<file path="src/sv/convex_hull_graham_scan_unit_defines.svh">
// Assertion macros for the convex hull Graham scan unit.
// Used by the top level; needs signals clk_i and rst_ni in the including scope.
`ifndef CONVEX_HULL_GRAHAM_SCAN_UNIT_DEFINES_SVH
`define CONVEX_HULL_GRAHAM_SCAN_UNIT_DEFINES_SVH

// Same-cycle implication, disabled during reset.
`define CHGS_ASSERT_IMP(lbl, ante, cons) \
  lbl: assert property (@(posedge clk_i) disable iff (!rst_ni) (ante) |-> (cons)) \
    else $error("chgs assertion failed");

// Next-cycle implication, disabled during reset.
`define CHGS_ASSERT_NXT(lbl, ante, cons) \
  lbl: assert property (@(posedge clk_i) disable iff (!rst_ni) (ante) |=> (cons)) \
    else $error("chgs assertion failed");

`endif

</file>
<file path="src/sv/chgs_ram.sv">
// Single-port-write, single-port-read synchronous RAM with registered read data.
// No dependencies.
`default_nettype none

module chgs_ram #(
  parameter int W     = 32,
  parameter int DEPTH = 64
) (
  input  wire logic                     clk_i,
  input  wire logic                     we_i,
  input  wire logic [$clog2(DEPTH)-1:0] waddr_i,
  input  wire logic [W-1:0]             wdata_i,
  input  wire logic [$clog2(DEPTH)-1:0] raddr_i,
  output logic      [W-1:0]             rdata_o
);

  logic [W-1:0] mem [DEPTH];

  always_ff @(posedge clk_i) begin
    if (we_i) begin
      mem[waddr_i] <= wdata_i;
    end
    rdata_o <= mem[raddr_i];
  end

endmodule

`default_nettype wire

</file>
<file path="config.mk">
export PLATFORM = sky130hd
export DESIGN_NAME = chgs_ram
export DESIGN_NICKNAME = d
export VERILOG_FILES = /design/src/sv/convex_hull_graham_scan_unit_defines.svh /design/src/sv/chgs_ram.sv
export SDC_FILE = /design/constraint.sdc
export NUM_CORES = 2
export LEC_CHECK = 0
export BUFFER_PORTS_ARGS = -buffer_cell sky130_fd_sc_hd__buf_4
export CORE_MARGIN = 2
export CORE_UTILIZATION = 35
export DETAILED_ROUTE_END_ITERATION = 8
export PLACE_DENSITY = 0.58
export SLEW_MARGIN = 0
export SYNTH_ARGS = -nofsm -noshare
export SYNTH_HDL_FRONTEND = slang
export SYNTH_SLANG_ARGS = --single-unit
export TNS_END_PERCENT = 20
</file>
<file path="constraint.sdc">
create_clock -name clk_i -period 4.55 [get_ports clk_i]
set_input_delay 0.91 -clock clk_i [delete_from_list [all_inputs] [get_ports clk_i]]
set_output_delay 0.91 -clock clk_i [all_outputs]
set_load 0.02 [all_outputs]
</file>
# ---- Word level (Yosys, flattened, before mapping)
# Memory sizes are Yosys's and may differ from the RTL's. A register that Yosys moved wholly into a read port is not among the register bits.
# Index checks and enable logic that the tools add are counted.
dict set report totals {
  regBits 0
  mem_bits_rw 2048
  inputBits 46
  out_inout_bits 32
  elab_cells 3
  mem_count 1
}
# memory depth word_bits read_ports rd_clocked_by_memory_dff wr line_no
set mem_list {}
lappend mem_list {mem 64 32 1 1 1 chgs_ram.sv:17} ;# logic [W-1:0] mem [DEPTH];
dict set report op_classes {
  n_mux 2
}
# operator n
set op_table {}
lappend op_table {{1-bit two-way mux} 2}

# ---- Longest topological paths before layout
dict set report depth {
  depth_word 2
  depth_mapped 10
  ltp_nobuf 5
}

# ---- Least setup slack after synthesis
# No wires, ideal clock.
dict set report synth_path {
  kind {in2reg}
  from {input waddr_i[3]}
  to {memory mem[48][0] (enable)}
  setup_ns 0.461
  arrival_time_ns 3.609
  required_time_ns 4.089
  setup_slack_ns 0.480
  path_stages 4
  n_path_buf 1
  path_cell_list {clkbuf_1 > nor2b_1 > nand4b_1 > nor3_1}
}
# element line_no
set synth_lines {}
lappend synth_lines {{start: declaration} chgs_ram.sv:11} ;# input wire logic [$clog2(DEPTH)-1:0] waddr_i,
lappend synth_lines {{end: declaration} chgs_ram.sv:17}
# Straight into the memory's write port.

==> results.md <==
* Status: finished clean
* Hold EP: mem[7][27]$_DFFE_PP_
* Routed len/inst at 31.53 µm
* CTS max path bufs at 3
* Worst vdd ir at 0.0003274 V
* Crit path from: raddr_i[0]
* Die Area at 228100 µm²
* FF-to-FF path depth at 4
* Fin. Hold Viols at 0
* Slew @ Worst Pin at 0.8863 ns
* Cts-stage hold buffer count at 0
* Fin cells at 6740
* Crit path cell chain: buf_8 -> buf_12 -> buf_12 -> mux4_2 -> mux4_2 -> o22ai_1 -> nor2_1
* Met2 wire len at 103.2 mm
* Crit path time final at 3.300 ns
* Power Density at 436.7 nW/µm²
* Relative slew margins at 0.4051
* Kind of critical path: in -> reg
* Async S/R FF share, synth at 0
* Crit path buf inv count at 3
* Synth Instances at 3324
* Most common library cells after synthesis: edfxtp_1 (2048), mux4_2 (544), nor2_1 (137), mux2i_1 (93), o22ai_1 (84)
* Worst path top cell family by delay: multiplexers
* 1st-pass router iterations at 5
* Synth cell types at 34
* DRC violations left at 0
* Initial core utilization at 0.3528
* Hold slack at 0.6184 ns
* Total core area at 222500 µm²
* TNS Setup at 0 ns
* # fillers at 19450
* DR top layer: met5
* Gpl congestion at 0.7738
* Total track usage at 0.1844
* WL final at 212.5 mm
* Initial antenna violation count at 13
* Max-cap violations at 0
* Die width at 477.6 µm
* Layout Utilization at 0.4074
* Wl on met1 at 88.62 mm
* Crit start category: input pin
* Hold_sp: wdata_i[27]
* CP endpoint kind: register
* FF-to-FF setup slack at 1.97 ns
* Worst path max stage delay at 0.72 ns
* Top post-synthesis cells by area: edfxtp_1 (78%), mux4_2 (16%), mux2i_1 (1.2%)
* First-pass GRT wire length at 297.3 mm
* Post-Syn Nets at 3370
* Clk Latency, worst-skew pair at 0.84 ns
* Avg Cell Area, Syn at 23.62 µm²
* Crit path DAT at 3.93 ns
* Std cell rows at 173
* Share of cells above drive strength 1 at 0.3021
* Max Fclk at 303.0 MHz
* CP max stage cell: o22ai_1
* Endpoints failing setup at 0
* Clock tree sinks at 2080
* Dpl cells at 6365
* Grt ovf at 0
* WHS Path Cells at 1
* Largest fanout on the critical path at 27
* Die H at 477.6 µm
* Design Area, Final at 90650 µm²
* Dpl hpwl at 118.2 mm
* Synth Flop Type: edfxtp_1
* Layout Nets at 3641
* H-tree depth at 4
* IO Pins at 78
* Slew Viols, Final at 0
* Fin Clk Skew at 0.03056 ns
* Post-cts resize count at 0
* Critical Path RT at 5.18 ns
* Seq/Total Area, Yosys at 0.7914
* Via count of the routed design at 37310
* FF-to-FF End: rdata_o[1]$_DFF_P_
* DP Area at 84270 µm²
* Synth Register Bits at 2080
* # port buffers at 77
* Post-synth top area share at 0.7833
* Final ANT Viol Nets at 0
* Vias/cell at 5.535
* Post-CTS Setup Repair Bufs at 0
* Area growth syn-to-layout at 15.46%
* Cell Area, Synth at 78520 µm²
* Post-synth EDFFs at 2048
* Worst reg2reg path startpoint: mem[31][1]$_DFFE_PP_
* Most frequent cell after synthesis: edfxtp_1
* Initial drt markers at 4408
* Leak at 27.88 nW
* Clock root buffer master: clkbuf_16
* Clock buffer count from CTS at 203
* Tcrit/Tclk final at 0.7253
* Worst-path clk slew at 0.06 ns
* Pin count of the biggest net entering global routing at 65
* Unrepaired setup endpoints after global routing: false
* Post-synth top area cell: edfxtp_1
* CTS tree: done
* Hold/Removal Path Class: in -> reg
* YS warnings at 0
* Vias in the first global route at 37490
* DR WL met3 at 15.28 mm
## metal layers
metal | global-route usage | vias up
li1 | - | 14820
met1 | 0.2599 | 20660
met2 | 0.2978 | 1534
met3 | 0.02930 | 286
met4 | 0.05068 | 2
met5 | 0 | -
## power by group
group / switching, W / total (W) / internal [W]
clock network: 0.00705 / 0.0162 / 0.00917
registers: 0.0000906 / 0.0213 / 0.0212
logic: 0.00130 / 0.00207 / 0.000771
total: 0.00844 / 0.0396 / 0.0312
## cell type report
class / instances / area (µm²) / area share
antenna: 5 / 12.51 / 0.0001380
timing repair buffer: 248 / 2439 / 0.02690
clock inverter: 93 / 714.4 / 0.007881
tap: 2975 / 3722 / 0.04106
clock buffer: 277 / 5657 / 0.06240
multi-input combinational: 1062 / 15970 / 0.1762
sequential: 2080 / 62140 / 0.6855
## logic make-up after synthesis
| group | Yosys count | share of synthesized area |
|---|---|---|
| AO/OA/AOI/OAI | 202 | 0.01673 |
| buffers and inverters | 182 | 0.01128 |
| flip-flops | 2080 | 0.7914 |
| multiplexers | 637 | 0.1679 |
| AND/OR/NAND/NOR | 223 | 0.01265 |
## how the worst max path moves through the flow
| stage | end | slack, ns | cells past startpoint |
|---|---|---|---|
| 3_3_place_gp | rdata_o[18]$_DFF_P_ | 0.38 | 8 |
| 5_1_grt | rdata_o[18]$_DFF_P_ | 1.26 | 8 |
| 6_report | rdata_o[1]$_DFF_P_ | 1.25 | 7 |
| 3_5_place_dp | rdata_o[1]$_DFF_P_ | 0.38 | 7 |
| 4_1_cts | rdata_o[1]$_DFF_P_ | 1.27 | 7 |
| 2_1_floorplan | mem[48][0]$_DFFE_PP_ | 0.48 | 4 |
## sequential cells by signal, indices dropped and copies added, names as in the netlist
signal   flops
mem       2048
rdata_o     32
## per-stage QoR
stage | worst slack [ns] | total power (W)
floorplan | 0.4802 | 0.02274
CTS | 1.268 | 0.03993
global placement | 0.3807 | 0.02380
global route | 1.265 | 0.04074
finish | 1.250 | 0.03959
detailed placement | 0.3810 | 0.02383
## placed cells by master (no fill, tap or decap), types with 9 or more instances in the layout
master	instances
clkinv_1	44
mux4_2	544
o22ai_1	84
clkinv_2	27
o221ai_1	27
edfxtp_1	2048
clkbuf_1	52
dfxtp_1	32
buf_12	44
nor2b_1	15
clkbuf_8	15
bufinv_16	9
buf_4	200
mux2i_1	93
nor2_1	75
clkbuf_16	210
a21oi_1	62
nand2_1	26
nor2_4	62
a22oi_1	12
## worst register-to-register path: stages, from the launching register on
cell	delay, ns
edfxtp_1	0.37
mux4_2	0.47
mux4_2	0.58
o22ai_1	0.73
nor2_1	0.24
(Power assumes the default switching activity.)
