**src/sv/convex_hull_graham_scan_unit_defines.svh**
```systemverilog
// Assertion macros for the convex hull Graham scan unit.
// Used by the top level; needs signals clk_i and rst_ni in the including scope.
`ifndef CONVEX_HULL_GRAHAM_SCAN_UNIT_DEFINES_SVH
`define CONVEX_HULL_GRAHAM_SCAN_UNIT_DEFINES_SVH

// Same-cycle implication, disabled during reset.
`define CHGS_ASSERT_IMP(lbl, ante, cons) \
  lbl: assert property (@(posedge clk_i) disable iff (!rst_ni) (ante) |-> (cons)) \
    else $error("chgs assertion failed");

// Next-cycle implication, disabled during reset.
`define CHGS_ASSERT_NXT(lbl, ante, cons) \
  lbl: assert property (@(posedge clk_i) disable iff (!rst_ni) (ante) |=> (cons)) \
    else $error("chgs assertion failed");

`endif

```
**src/sv/chgs_pkg.sv**
```systemverilog
// Shared types for the convex hull Graham scan unit.
// No dependencies.
`default_nettype none

package chgs_pkg;

  // Sign summary of one orientation (cross product) result.
  typedef struct packed {
    logic valid;
    logic zero;
    logic pos;
  } cross_res_t;

endpackage

`default_nettype wire

```
**src/sv/chgs_cross.sv**
```systemverilog
// Three-stage orientation unit: sign of (b - a) x (c - a).
// Depends on chgs_pkg for the result struct.
`default_nettype none

module chgs_cross
  import chgs_pkg::*;
#(
  parameter int CW = 16
) (
  input  wire logic            clk_i,
  input  wire logic            rst_ni,
  input  wire logic            start_i,
  input  wire logic [2*CW-1:0] a_i,
  input  wire logic [2*CW-1:0] b_i,
  input  wire logic [2*CW-1:0] c_i,
  output cross_res_t           res_o
);

  localparam int DW = CW + 1;
  localparam int PW = 2 * DW;

  logic signed [DW-1:0] dbx_q, dby_q, dcx_q, dcy_q;
  logic signed [PW-1:0] p1_q, p2_q;
  logic signed [PW:0]   diff;
  logic                 v1_q, v2_q;

  // Points are packed as {x, y}.
  always_ff @(posedge clk_i) begin
    dbx_q <= DW'($signed(b_i[2*CW-1:CW])) - DW'($signed(a_i[2*CW-1:CW]));
    dby_q <= DW'($signed(b_i[CW-1:0]))    - DW'($signed(a_i[CW-1:0]));
    dcx_q <= DW'($signed(c_i[2*CW-1:CW])) - DW'($signed(a_i[2*CW-1:CW]));
    dcy_q <= DW'($signed(c_i[CW-1:0]))    - DW'($signed(a_i[CW-1:0]));
    p1_q  <= PW'(dbx_q) * PW'(dcy_q);
    p2_q  <= PW'(dby_q) * PW'(dcx_q);
  end

  assign diff = (PW+1)'(p1_q) - (PW+1)'(p2_q);

  always_ff @(posedge clk_i or negedge rst_ni) begin
    if (!rst_ni) begin
      v1_q  <= 1'b0;
      v2_q  <= 1'b0;
      res_o <= '0;
    end else begin
      v1_q        <= start_i;
      v2_q        <= v1_q;
      res_o.valid <= v2_q;
      res_o.zero  <= (diff == '0);
      res_o.pos   <= !diff[PW] && (diff != '0);
    end
  end

endmodule

`default_nettype wire

```
**config.mk**
```make
export PLATFORM = sky130hd
export DESIGN_NAME = chgs_cross
export DESIGN_NICKNAME = d
export VERILOG_FILES = /design/src/sv/convex_hull_graham_scan_unit_defines.svh /design/src/sv/chgs_pkg.sv /design/src/sv/chgs_cross.sv
export SDC_FILE = /design/constraint.sdc
export NUM_CORES = 2
export LEC_CHECK = 0
export BUFFER_PORTS_ARGS = -buffer_cell sky130_fd_sc_hd__buf_2
export CAP_MARGIN = 20
export CORE_UTILIZATION = 40
export CTS_CLUSTER_SIZE = 10
export DETAILED_ROUTE_END_ITERATION = 10
export SYNTH_ARGS = -nofsm -noshare
export SYNTH_HDL_FRONTEND = slang
export SYNTH_SLANG_ARGS = --single-unit
export TNS_END_PERCENT = 50
```
**constraint.sdc**
```tcl
create_clock -name clk_i -period 6.6 [get_ports clk_i]
set_input_delay 0.33 -clock clk_i [delete_from_list [all_inputs] [get_ports clk_i]]
set_output_delay 0.33 -clock clk_i [all_outputs]
set_load 0.005 [all_outputs]
```
# Word level (Yosys, flattened, before mapping)
# Index checks and enable logic that the tools add are counted.
# W data, S select, Z words.
# word_totals
reg_bits,141
out_inout_bits,3
elab_cells,22
# classes
addsub,5
mul,2
reduce_logical,4
# ops
cell,n
$mul A17 B17 Y34,2
$sub A16 B16 Y17,4
$logic_not A35 Y1,1
$reduce_bool A35 Y1,1
$sub A34 B34 Y35,1
$logic_and A1 B1 Y1,1
$logic_not A1 Y1,1

# Logic depth before layout (Yosys ltp)
# logic_depth
depth_word,3
ltp_mapped,26
mapped_depth_nobuf,25

# Worst setup path before layout
# OpenSTA, ideal clock, no wires.
# synth_path
kind,register -> register
startpoint,reg dcy_q[8]
endpoint,reg p1_q[31]
t_arrival_ns,6.059
path_slack_ns,0.469
path_stages_with_launch,27
path_cell_list,dfxtp_1 clkbuf_1 clkbuf_1 nand2_1 fa_1 inv_1 fa_1 inv_1 fa_1 inv_1 fa_1 fa_1 inv_1 fa_1 inv_1 ha_1 a21oi_1 o21ai_0 a221oi_1 a311oi_1 o21ai_1 nand2b_1 a21o_1 a31oi_1 o21bai_1 a21oi_1 xnor2_1
# synth_between
elab_chain_len,1
# synth_lines
item,line,text
from (decl),chgs_cross.sv:22,"logic signed [DW-1:0] dbx_q, dby_q, dcx_q, dcy_q;"
from (signal assigned),chgs_cross.sv:32,dcy_q <= DW'($signed(c_i[CW-1:0])) - DW'($signed(a_i[CW-1:0]));
$mul A17 B17 Y34,chgs_cross.sv:33,p1_q <= PW'(dbx_q) * PW'(dcy_q);
to (signal assigned),chgs_cross.sv:33,
to (decl),chgs_cross.sv:23,"logic signed [PW-1:0] p1_q, p2_q;"
# Every way passes these cells.

# Worst setup path after layout
# layout_path
startpoint,reg dbx_q[1]
endpoint,reg p1_q[32]
# layout_between
elab_chain_len,1
# layout_lines
item,line,text
from (decl),chgs_cross.sv:22,
from (signal assigned),chgs_cross.sv:29,dbx_q <= DW'($signed(b_i[2*CW-1:CW])) - DW'($signed(a_i[2*CW-1:CW]));
$mul A17 B17 Y34,chgs_cross.sv:33,
# Every way passes these cells.

==> results.json <==
{
  "hold_viol_final": 0,
  "cts_tree": "yes",
  "relSlewSlack": 0.414,
  "startpoint": "dbx_q[1]",
  "rrSetupSlack_ns": 0.33,
  "crit_required_ns": 6.96,
  "overflow": 0,
  "mappedNetlistArea_um2": 29000,
  "crit_end": "p1_q[32]",
  "wl_met1_mm": 31.1,
  "top_layer_used": "met5",
  "status": "finished, final reports clean",
  "yosys_warnings": 0,
  "finalSetupViolations": 0,
  "synth.most_common_cell": "inv_1",
  "cts-root-buf": "clkbuf_16",
  "syn-num-nets": 4116,
  "route.detailed.drc": 0,
  "synth.yosys.seq_area_share": 0.0983,
  "ys_ff_latch": 141,
  "antenna_found_initial": 14,
  "n_fill_cell": 7132,
  "preCtsSetupSlack_ns": 0.0849,
  "cpMaxStageDelayCell": "or4_1",
  "drt-pass1-iter-count": 5,
  "clock_latency_ns": 0.50,
  "crit_fanout": 10,
  "clk_path_buf_depth": 2,
  "synth_top_area_share": 0.412,
  "reg2reg_depth": 21,
  "rsz0062_at_grt": "false",
  "ys_top_cells_by_count": "695 x inv_1, 596 x fa_1, 303 x nand2_1, 297 x and2_1, 268 x ha_1",
  "hpwl_mm": 62.1,
  "die_area_um2": 73500,
  "start_util": 0.404,
  "rr_startpoint": "dbx_q[1]",
  "crit_path_cell_trace": "buf_4 > and2_1 > fa_1 > fa_1 > ha_1 > fa_1 > inv_1 > fa_1 > fa_1 > inv_1 > ha_1 > or4_1 > o21ai_1 > nor3b_1 > buf_4 > o21ai_1 > o21bai_1 > o21ai_1 > o31ai_1 > o211ai_1 > xor2_1",
  "finalNonFillerCells": 4260,
  "skew_ns": 0.0255,
  "worst-slew-pin-transition_ns": 0.868,
  "arrival_ns": 6.62,
  "grt_max_degree": 18,
  "fin_nets": 4256,
  "syn2layout_area_growth_pct": 9.67,
  "synth_edf_count": 0,
  "cts_buffers": 17,
  "critPathKind": "reg -> reg",
  "slew_viol_final": 0,
  "critPathMostFrequentCell": "fa_1",
  "fin_crit_sh": 0.950,
  "wl_met3_mm": 3.46,
  "ant_nets": 0,
  "cts-htree-levels": 4,
  "postLayoutSetupSlackWorst_ns": 0.333,
  "synth_flop_cell": "dfxtp_1",
  "synthTopCellsByArea": "fa_1 41%, ha_1 12%, dfxtp_1 9.4%",
  "num_rows": 98,
  "drt-total-wl_mm": 71.5,
  "clock_sinks": 141,
  "clkTransAtPathRegs_ns": 0.06,
  "portBuffers": 101,
  "ios": 102,
  "cp-start-kind": "flip-flop",
  "critPathMaxStageDelay_ns": 0.60,
  "min_period_ns": 6.27,
  "synth.largest_area_cell": "fa_1",
  "critPathTopFamily": "adder cells",
  "drtIter0Drc": 1106,
  "core_um2": 71600,
  "rr_endpoint": "p1_q[32]",
  "fp.dieH_um": 271,
  "routedWlPerCell_um": 16.8,
  "fmax_mhz": 160,
  "max_cap_violations": 0,
  "cp-end-kind": "flip-flop",
  "grt_usage": 0.206,
  "vias": 21000,
  "path_buf_inv": 4,
  "hp-class": "in -> reg",
  "setup_tns_ns": 0,
  "grt_pass1_vias": 22300,
  "dr_wl_met2_mm": 34.9,
  "drive_gt1_frac": 0.0853,
  "synth.avg_cell_area_um2": 9.18,
  "die_x_um": 271,
  "critical_path_depth": 21,
  "dp.cells": 4222,
  "vias_per_cell": 4.93,
  "grt_pass1_wl_mm": 117,
  "synthCells": 3153,
  "gp_congestion": 0.890,
  "async_flop_share": 0.0355,
  "ys_types": 78
}
per-stage QoR:
| stage | hold slack (ns) | util | area, um2 |
|---|---|---|---|
| 2_1_floorplan | 0.0344 | - | 29000 |
| 3_3_place_gp | 0.147 | 0.435 | 31100 |
| 3_5_place_dp | 0.147 | 0.435 | 31100 |
| 4_1_cts | 0.114 | 0.443 | 31700 |
| 5_1_grt | 0.152 | 0.443 | 31800 |
| 6_report | 0.143 | 0.444 | 31800 |
sequential cells by signal, summed over array words and instances, names as in the netlist:
name	cells
dby_q	17
res_o	3
v2_q	1
v1_q	1
p1_q	34
dbx_q	17
dcy_q	17
dcx_q	17
p2_q	34
cells in the final DEF (no fill, tap or decap), drive strengths merged, types with 15 or more instances in the layout:
cell type / count
buf: 205
xor2: 28
nand2b: 22
dfxtp: 136
a21o: 37
nor2b: 30
nor2: 120
o21a: 20
nand3: 24
nand2: 303
nor3: 34
fa: 596
nand4: 15
and2: 297
xnor2: 94
inv: 703
ha: 268
o21ai: 71
clkbuf: 18
a21oi: 95
per-layer routing:
| layer | up-vias | GRT usage |
|---|---|---|
| met1 | 10600 | 0.269 |
| met3 | 94 | 0.0315 |
| li1 | 9935 | - |
| met2 | 406 | 0.352 |
| met4 | 18 | 0.0586 |
| met5 | - | 0 |
worst min-delay path by stage:
stage / start / end / slack (ns) / depth (start not counted)
floorplan: rst_ni / res_o[0] / 0.03 / 0
global placement: rst_ni / res_o[0] / 0.15 / 1
detailed placement: rst_ni / res_o[0] / 0.15 / 1
CTS: a_i[0] / dcy_q[0] / 0.11 / 3
global route: a_i[0] / dcy_q[0] / 0.15 / 3
finish: a_i[0] / dcy_q[0] / 0.14 / 3
cell type report:
class	instances	area [um2]	area share
flip-flops and latches	141	2880	0.0905
clock inverters	14	123	0.00386
multi-input cells	2231	23200	0.730
well taps	950	1190	0.0374
inverters	695	2610	0.0821
clock buffers	18	439	0.0138
diodes	4	10.0	0.000315
repair buffers	207	1330	0.0419
worst register-to-register path, cell delays in order, from the launching register on:
cell and delay, ns:
dfxtp_1 0.57, buf_4 0.28, and2_1 0.16, fa_1 0.43, fa_1 0.44, ha_1 0.20
fa_1 0.49, inv_1 0.06, fa_1 0.48, fa_1 0.50, inv_1 0.04, ha_1 0.18
or4_1 0.60, o21ai_1 0.21, nor3b_1 0.23, buf_4 0.15, o21ai_1 0.09, o21bai_1 0.26
o21ai_1 0.17, o31ai_1 0.26, o211ai_1 0.17, xor2_1 0.18
cell families after synthesis:
family	after synthesis	synth area share
AO/OA/AOI/OAI	338	0.0760
XOR/XNOR	122	0.0369
adder cells (fa/ha/maj)	864	0.528
buffers and inverters	781	0.102
flip-flops	141	0.0983
multiplexers	5	0.00177
AND/OR/NAND/NOR	902	0.158
timing repair:
item,CTS,global route
endpoints found under the hold margin,6,0
setup buffers,0,0
hold buffers,2,0
setup endpoints to repair,0,14
resized for setup,0,26
Power is left out: the tool's default activity adds up to more than one toggle a clock period on the data nets, which glitch-free logic cannot reach.
